==> src/hdl/io_ports_interval_timer_top_macros.svh <==
// ----------------------------------------------------------------------------
// I/O ports and interval timer: assertion macros
// Shared wrappers for the concurrent checks of the block.
// ----------------------------------------------------------------------------
`ifndef IO_PORTS_INTERVAL_TIMER_TOP_MACROS_SVH
`define IO_PORTS_INTERVAL_TIMER_TOP_MACROS_SVH

// The property must hold at every rising edge outside reset.
`define IOPIT_ASSERT(lbl, clk, rstn, prop) \
  lbl: assert property (@(posedge clk) disable iff (!rstn) (prop)) \
    else $error("iopit check failed");

// The condition must never be seen outside reset.
`define IOPIT_ASSERT_NEVER(lbl, clk, rstn, cond) \
  `IOPIT_ASSERT(lbl, clk, rstn, !(cond))

`endif

==> src/hdl/iopit_pkg.sv <==
// ----------------------------------------------------------------------------
// I/O ports and interval timer: package
// Item types, codes and constants shared by the block's modules.
// ----------------------------------------------------------------------------
package iopit_pkg;

  localparam int unsigned TICKS_W = 19;

  localparam logic [7:0]         FLAG_BIT     = 8'h80;
  localparam logic [TICKS_W-1:0] FINISH_TICKS = TICKS_W'(256);

  typedef enum logic [1:0] {
    KIND_WRITE = 2'd0,
    KIND_READ  = 2'd1,
    KIND_TICK  = 2'd2
  } kind_e;

  typedef enum logic [2:0] {
    PHASE_IDLE      = 3'b001,
    PHASE_COUNTING  = 3'b010,
    PHASE_FINISHING = 3'b100
  } phase_e;

  typedef struct packed {
    logic [1:0] kind;
    logic [3:0] address;
    logic [7:0] write_data;
    logic [7:0] pins_a;
    logic [7:0] pins_b;
  } in_item_t;

  typedef struct packed {
    logic [7:0] read_data;
    logic [7:0] port_a_drive;
    logic [7:0] port_b_drive;
    logic       irq_pending;
  } out_item_t;

  // Timer request for one accepted item.
  typedef struct packed {
    logic       wr;
    logic       rd;
    logic       tick;
    logic [3:0] address;
    logic [7:0] data;
  } tmr_cmd_t;

  // Timer status: current view and the values after the present item.
  typedef struct packed {
    logic [7:0] value;
    logic       flag_q;
    logic       en_q;
    logic       flag_d;
    logic       en_d;
  } tmr_stat_t;

  // Prescaler: 1, 8, 64 or 1024 ticks.
  function automatic logic [3:0] shift_for(input logic [1:0] sel);
    logic [3:0] s;
    unique case (sel)
      2'd0:    s = 4'd0;
      2'd1:    s = 4'd3;
      2'd2:    s = 4'd6;
      default: s = 4'd10;
    endcase
    return s;
  endfunction

  // Port B as driven: bit 7 shows the inverted flag when the interrupt is enabled.
  function automatic logic [7:0] port_b_view(input logic [7:0] latch, input logic en,
                                             input logic flag);
    return en ? {~flag, latch[6:0]} : latch;
  endfunction

endpackage

==> src/hdl/io_ports_interval_timer_top.sv <==
// ----------------------------------------------------------------------------
// I/O ports and interval timer: top level
// Two 8-bit ports with latch and direction registers, and an interval timer.
// ----------------------------------------------------------------------------
//  Channel  Direction  Handshake               Payload
//  in       to block   in_valid_i/in_stall_o   in_item_i   (in_item_t)
//  out      from block out_valid_o/out_stall_i out_item_o  (out_item_t)
//
// Each item's result is captured in the output register at the accepting edge
// and can be taken at the next one, and a new item may be accepted every cycle
// unless a waiting result is stalled by the output side.
// Reset clears ports and timer, and sets the interrupt flag.
// Input is stalled only while a result waits and the output side stalls.
// ----------------------------------------------------------------------------
`include "io_ports_interval_timer_top_macros.svh"

module io_ports_interval_timer_top import iopit_pkg::*; (
  input  logic      clk_i,
  input  logic      rst_ni,
  input  logic      in_valid_i,
  output logic      in_stall_o,
  input  in_item_t  in_item_i,
  output logic      out_valid_o,
  input  logic      out_stall_i,
  output out_item_t out_item_o
);

  logic       in_acc;
  logic [7:0] latch_a_q, latch_a_d;
  logic [7:0] dir_a_q, dir_a_d;
  logic [7:0] latch_b_q, latch_b_d;
  logic [7:0] dir_b_q, dir_b_d;
  logic       out_valid_q;
  out_item_t  out_q;
  logic [7:0] rd_data;
  logic       is_wr;
  logic       is_rd;
  tmr_cmd_t   tmr_cmd;
  tmr_stat_t  tmr_stat;

  assign in_stall_o = out_valid_q && out_stall_i;
  assign in_acc     = in_valid_i && !in_stall_o;
  assign is_wr      = in_acc && (in_item_i.kind == KIND_WRITE);
  assign is_rd      = in_acc && (in_item_i.kind == KIND_READ);

  assign tmr_cmd = '{
    wr:      is_wr && in_item_i.address[2],
    rd:      is_rd && in_item_i.address[2] && !in_item_i.address[0],
    tick:    in_acc && (in_item_i.kind == KIND_TICK),
    address: in_item_i.address,
    data:    in_item_i.write_data
  };

  iopit_timer u_timer (
    .clk_i  (clk_i),
    .rst_ni (rst_ni),
    .cmd_i  (tmr_cmd),
    .stat_o (tmr_stat)
  );

  always_comb begin
    latch_a_d = latch_a_q;
    dir_a_d   = dir_a_q;
    latch_b_d = latch_b_q;
    dir_b_d   = dir_b_q;
    if (is_wr && !in_item_i.address[2]) begin
      unique case (in_item_i.address[1:0])
        2'd0:    latch_a_d = in_item_i.write_data;
        2'd1:    dir_a_d   = in_item_i.write_data;
        2'd2:    latch_b_d = in_item_i.write_data;
        default: dir_b_d   = in_item_i.write_data;
      endcase
    end
  end

  // Reads see the state as it stood before the item.
  always_comb begin
    rd_data = 8'h00;
    if (in_item_i.kind == KIND_READ) begin
      priority if (in_item_i.address[2] && in_item_i.address[0]) begin
        rd_data = tmr_stat.flag_q ? FLAG_BIT : 8'h00;
      end else if (in_item_i.address[2]) begin
        rd_data = tmr_stat.value;
      end else if (in_item_i.address[1]) begin
        rd_data = in_item_i.address[0] ? dir_b_q :
                  ((port_b_view(latch_b_q, tmr_stat.en_q, tmr_stat.flag_q) & dir_b_q) |
                   (in_item_i.pins_b & ~dir_b_q));
      end else begin
        rd_data = in_item_i.address[0] ? dir_a_q :
                  ((latch_a_q & dir_a_q) | (in_item_i.pins_a & ~dir_a_q));
      end
    end
  end

  always_ff @(posedge clk_i or negedge rst_ni) begin
    if (!rst_ni) begin
      latch_a_q   <= '0;
      dir_a_q     <= '0;
      latch_b_q   <= '0;
      dir_b_q     <= '0;
      out_valid_q <= 1'b0;
    end else begin
      latch_a_q <= latch_a_d;
      dir_a_q   <= dir_a_d;
      latch_b_q <= latch_b_d;
      dir_b_q   <= dir_b_d;
      if (in_acc) begin
        out_valid_q <= 1'b1;
      end else if (!out_stall_i) begin
        out_valid_q <= 1'b0;
      end
    end
  end

  always_ff @(posedge clk_i) begin
    if (in_acc) begin
      out_q.read_data    <= rd_data;
      out_q.port_a_drive <= latch_a_d;
      out_q.port_b_drive <= port_b_view(latch_b_d, tmr_stat.en_d, tmr_stat.flag_d);
      out_q.irq_pending  <= tmr_stat.flag_d;
    end
  end

  assign out_valid_o = out_valid_q;
  assign out_item_o  = out_q;

  `IOPIT_ASSERT(a_accept_shows, clk_i, rst_ni, in_acc |=> out_valid_q)
  `IOPIT_ASSERT_NEVER(a_idle_stall, clk_i, rst_ni, !out_valid_q && in_stall_o)
  `IOPIT_ASSERT(a_port_a_match, clk_i, rst_ni,
                out_valid_q |-> (out_q.port_a_drive == latch_a_q))
  `IOPIT_ASSERT(a_flag_match, clk_i, rst_ni,
                out_valid_q |-> (out_q.irq_pending == tmr_stat.flag_q))

endmodule

==> src/hdl/iopit_timer.sv <==
// ----------------------------------------------------------------------------
// I/O ports and interval timer: interval timer
// Prescaled down-counter with its interrupt flag and enable.
// ----------------------------------------------------------------------------
`include "io_ports_interval_timer_top_macros.svh"

module iopit_timer import iopit_pkg::*; (
  input  logic      clk_i,
  input  logic      rst_ni,
  input  tmr_cmd_t  cmd_i,
  output tmr_stat_t stat_o
);

  phase_e             phase_q, phase_d;
  logic [TICKS_W-1:0] ticks_q, ticks_d;
  logic [3:0]         shift_q, shift_d;
  logic               flag_q, flag_d;
  logic               en_q, en_d;
  logic [7:0]         value;
  logic [TICKS_W-1:0] scaled;
  logic [TICKS_W-1:0] dec;
  logic               hold_flag;

  assign scaled = ticks_q >> shift_q;
  assign dec    = (ticks_q == '0) ? '0 : ticks_q - TICKS_W'(1);

  always_comb begin
    unique case (phase_q)
      PHASE_COUNTING:  value = scaled[7:0];
      PHASE_FINISHING: value = ticks_q[7:0];
      default:         value = 8'h00;
    endcase
  end

  // An access that sees the count at 0xFF during the final run leaves the flag set.
  assign hold_flag = (phase_q == PHASE_FINISHING) && (value == 8'hFF);

  always_comb begin
    phase_d = phase_q;
    ticks_d = ticks_q;
    shift_d = shift_q;
    flag_d  = flag_q;
    en_d    = en_q;
    if (cmd_i.wr) begin
      shift_d = shift_for(cmd_i.address[1:0]);
      en_d    = cmd_i.address[3];
      if (!hold_flag) begin
        flag_d = 1'b0;
      end
      phase_d = PHASE_COUNTING;
      ticks_d = TICKS_W'(1) + (TICKS_W'(cmd_i.data) << shift_d);
    end else if (cmd_i.rd) begin
      en_d = cmd_i.address[3];
      if (!hold_flag) begin
        flag_d = 1'b0;
      end
    end else if (cmd_i.tick && phase_q != PHASE_IDLE) begin
      ticks_d = dec;
      if (dec == '0) begin
        if (phase_q == PHASE_COUNTING) begin
          phase_d = PHASE_FINISHING;
          ticks_d = FINISH_TICKS;
          flag_d  = 1'b1;
        end else begin
          phase_d = PHASE_IDLE;
        end
      end
    end
  end

  always_ff @(posedge clk_i or negedge rst_ni) begin
    if (!rst_ni) begin
      phase_q <= PHASE_IDLE;
      ticks_q <= '0;
      shift_q <= '0;
      flag_q  <= 1'b1;
      en_q    <= 1'b0;
    end else begin
      phase_q <= phase_d;
      ticks_q <= ticks_d;
      shift_q <= shift_d;
      flag_q  <= flag_d;
      en_q    <= en_d;
    end
  end

  assign stat_o = '{value: value, flag_q: flag_q, en_q: en_q, flag_d: flag_d, en_d: en_d};

  `IOPIT_ASSERT(a_idle_empty, clk_i, rst_ni, (phase_q == PHASE_IDLE) |-> (ticks_q == '0))
  `IOPIT_ASSERT_NEVER(a_counting_zero, clk_i, rst_ni,
                      (phase_q == PHASE_COUNTING) && (ticks_q == '0))
  `IOPIT_ASSERT(a_finish_bound, clk_i, rst_ni,
                (phase_q == PHASE_FINISHING) |-> (ticks_q <= FINISH_TICKS))
  `IOPIT_ASSERT(a_expiry_flags, clk_i, rst_ni,
                ((phase_q == PHASE_FINISHING) && ($past(phase_q) == PHASE_COUNTING))
                |-> flag_q)

endmodule

==> config.mk <==
export PLATFORM = sky130hd
export DESIGN_NAME = io_ports_interval_timer_top
export DESIGN_NICKNAME = d
export VERILOG_FILES = /design/src/hdl/iopit_pkg.sv /design/src/hdl/io_ports_interval_timer_top.sv /design/src/hdl/iopit_timer.sv
export VERILOG_INCLUDE_DIRS = /design/src /design/src/hdl
export SDC_FILE = /design/constraint.sdc
export NUM_CORES = 1
export LEC_CHECK = 0
export BUFFER_PORTS_ARGS = -buffer_cell sky130_fd_sc_hd__clkbuf_2
export CORE_ASPECT_RATIO = 1.75
export CORE_MARGIN = 5
export CORE_UTILIZATION = 40
export CTS_CLUSTER_SIZE = 12
export DETAILED_ROUTE_END_ITERATION = 16
export GPL_TIMING_DRIVEN = 0
export HOLD_SLACK_MARGIN = 0.12
export PLACE_DENSITY = 0.67
export SETUP_SLACK_MARGIN = 0.3
export SLEW_MARGIN = 20
export SYNTH_ARGS = -nofsm -noshare
export SYNTH_HDL_FRONTEND = slang
export SYNTH_SLANG_ARGS = --single-unit
==> constraint.sdc <==
create_clock -name clk_i -period 3.96 [get_ports clk_i]
set_clock_uncertainty 0.05 [all_clocks]
set_input_delay 0.198 -clock clk_i [delete_from_list [all_inputs] [get_ports clk_i]]
set_output_delay 0.198 -clock clk_i [all_outputs]
set_load 0.02 [all_outputs]
==> impl_metrics.tcl <==
set metrics [dict create \
    status "finished, final reports clean" \
    final_util_pct 47.0 \
    ys.flop_type "dfrtp_1" \
    pin_count 61 \
    postRouteAntennaNets 0 \
    antenna_found_initial 0 \
    gp_congestion 0.945 \
    setup_tns_ns 0 \
    power_density_mw_per_mm2 471 \
    drt_wl_total_um 17300 \
    htree_num_levels 3 \
    place_inst 771 \
    period_minus_slack_ns 3.42 \
    stdcell_count 790 \
    async_flop_share_pct 70.9 \
    hp-start "out_stall_i" \
    ys_types 72 \
    rrSetupSlack_ns 0.54 \
    clk_pin_slew_ns 0.06 \
    hold_slack_ns 0.151 \
    synth_edf_count 25 \
    critical-path-top-cell-by-count "a21oi_2" \
    coreArea_mm2 0.0133 \
    syn_area_mm2 0.00538 \
    grt_pass1_vias 5016 \
    dp_hpwl_um 13400 \
    period_share_pct 86.5 \
    cts.sinks 86 \
    slew_violations 0 \
    rsz0062_at_grt "no" \
    endpoint_kind "flip-flop" \
    multi_input_area_mm2 0.00289 \
    synth.top_cell.area_share_pct 27.5 \
    cp_slowest_cell "nor4b_2" \
    synth_warnings 0 \
    antenna_cells 0 \
    dr.pass1.iters 4 \
    die_y_um 163 \
    via_count 4779 \
    required_ns 4.00 \
    max_stage_delay_ns 0.39 \
    synth_nets 574 \
    die_w_um 97.7 \
    timing.rr.end "out_item_o[8]" \
    tritoncts "yes" \
    clockRootBuffer "clkbuf_16" \
    ff2ff_path_depth 11 \
    crit_path_max_fanout 10 \
    cp_top_family "compound AO/OA/AOI/OAI gates" \
    synth_common_cells "dfrtp_1 (59), nand2_1 (50), a21oi_1 (44), nor2_1 (44), mux2_2 (35)" \
    worst_slew_pin_slew_ns 1.00 \
    yosys.area.top_type "dfrtp_1" \
    area_delta_synth_final_pct 16.4 \
    rr_startpoint "u_timer.ticks_q[0]" \
    max_freq_ghz 0.292 \
    fillers 1288 \
    synthTopCellsByArea "dfrtp_1 (27%), edfxtp_1 (14%), mux2_2 (7.3%), mux4_2 (4.6%), a21oi_1 (4.1%)" \
    rows 56 \
    finalNetCount 647 \
    slew_headroom_pct 33.0 \
    start_util_pct 40.4 \
    finalSetupViolations 0 \
    synthCells 538 \
    p_leak_uw 0.00250 \
    grt_max_degree 47 \
    drc_errors 0 \
    routed_via_density 6.05 \
    grt_pass1_wl_um 27400 \
    clock_latency_ns 0.35 \
    ys_ff_latch 86 \
    clock_path_buffers 2 \
    final-seq-area_mm2 0.00228 \
    synth_most_common_cell "dfrtp_1" \
    grt_overflow_total 0 \
    avgSynthCellArea_um2 10.0 \
    yosysSeqAreaShare_pct 42.4 \
    port-buffer-count 57 \
    holdPathEnd "out_valid_o" \
    arrival_ns 3.47 \
    dieArea_mm2 0.0160 \
    crit_buf_inv 2 \
    grt_util_all_layers_pct 22.1 \
    ir_drop_mv 0.353 \
    drv_cap 0 \
    startpoint_type "flip-flop" \
    hp-class "primary input to flip-flop" \
    worstPathCellList "clkbuf_1, inv_1, ha_1, nor4b_2, nand3_2, o21ai_0, nand3_1, o31ai_4, a31oi_1, a21oi_2, a21oi_2" \
    hold_viol 0 \
    numCtsBuffers 9 \
    drive_above_1_share_pct 25.3 \
    critPathKind "flip-flop to flip-flop" \
    hold_depth 3 \
    drt-initial-drc-count 354 \
    cp_num_cells 11 \
    wl_per_cell_um 22.0 \
]
through the flow:
step	area (um2)	setup WS [ns]	total power (uW)
after floorplan	5380	1.19	1800
after global placement	5880	0.478	2080
after detailed placement	5930	0.493	2090
after CTS	6250	0.459	2930
after global routing	6260	0.327	3080
final	6260	0.536	2950
where the power goes:
| part | internal, uW | switching [uW] |
|---|---|---|
| sequential | 1050 | 92.1 |
| clock | 491 | 358 |
| combinational | 379 | 574 |
routing by layer:
metal,part of all wire (%),track usage [%]
met5,0,0
met4,6.4,15.2
met3,4.2,3.63
met2,54,41.0
met1,35,22.4
worst max path at each step:
stage                       startpoint             to  slack (ns)
floorplan           u_timer.ticks_q[0]  out_item_o[8]        1.19
global placement           out_valid_o  out_item_o[8]        0.48
detailed placement  u_timer.ticks_q[0]  out_item_o[8]        0.49
CTS                 u_timer.ticks_q[0]  out_item_o[8]        0.46
global route        u_timer.ticks_q[0]  out_item_o[8]        0.33
finish              u_timer.ticks_q[0]  out_item_o[8]        0.54
state kept, by name, indices dropped and copies added (netlist names):
register,flops
u_timer.phase_q,3
out_item_o,25
latch_a_q,8
u_timer.flag_q,1
u_timer.shift_q,4
out_valid_o,1
dir_a_q,8
latch_b_q,8
dir_b_q,8
u_timer.en_q,1
u_timer.ticks_q,19
cell usage in the layout, fill, tap and decap left out, types with 5 or more instances in the layout:
cell type and count:
nor3_1 11, xor2_1 7, buf_2 6, mux2i_1 17, mux2_2 35, nand2_1 50
a21oi_1 44, clkbuf_1 33, nor2_1 44, a22oi_1 6, clkbuf_16 9, o21ai_0 26
mux4_2 11, buf_1 5, dfrtp_1 59, a211oi_1 25, inv_1 10, nand3_1 14
edfxtp_1 25, clkbuf_2 56, a31oi_1 6
layout make-up:
type                       instances  share of cell area (%)
clock inverter                     5                   0.939
tap                              174                    3.48
multi-input combinational        397                    46.2
timing repair buffer              62                    5.64
sequential                        86                    36.4
inverter                          11                   0.659
clock buffer                      11                    3.72
buffer                            44                    3.00
logic make-up (layout without fill, tap and decap cells):
| kind of cell | Yosys count | count (layout) | share of synthesized area, % |
|---|---|---|---|
| AO/OA/AOI/OAI | 148 | 148 | 18.2 |
| AND/OR/NAND/NOR | 171 | 171 | 16.4 |
| flip-flops | 86 | 86 | 42.4 |
| adder cells (fa/ha/maj) | 2 | 2 | 0.465 |
| multiplexers | 66 | 66 | 16.6 |
| buffers and inverters | 55 | 133 | 4.26 |
| XOR/XNOR | 10 | 10 | 1.63 |
timing repair:
action | in CTS | in global routing
setup buffers | 0 | 0
hold endpoints to repair | 61 | 0
resized for setup | 0 | 1
setup endpoints to repair | 0 | 1
hold buffers | 3 | 0
worst register-to-register path, cell delays in order, from the launching register on:
cell,delay [ns]
dfrtp_1,0.35
clkbuf_1,0.23
inv_1,0.13
ha_1,0.27
nor4b_2,0.39
nand3_2,0.31
o21ai_0,0.31
nand3_1,0.21
o31ai_4,0.38
a31oi_1,0.24
a21oi_2,0.24
a21oi_2,0.07
Note: power is estimated with default switching activity, not from simulation.
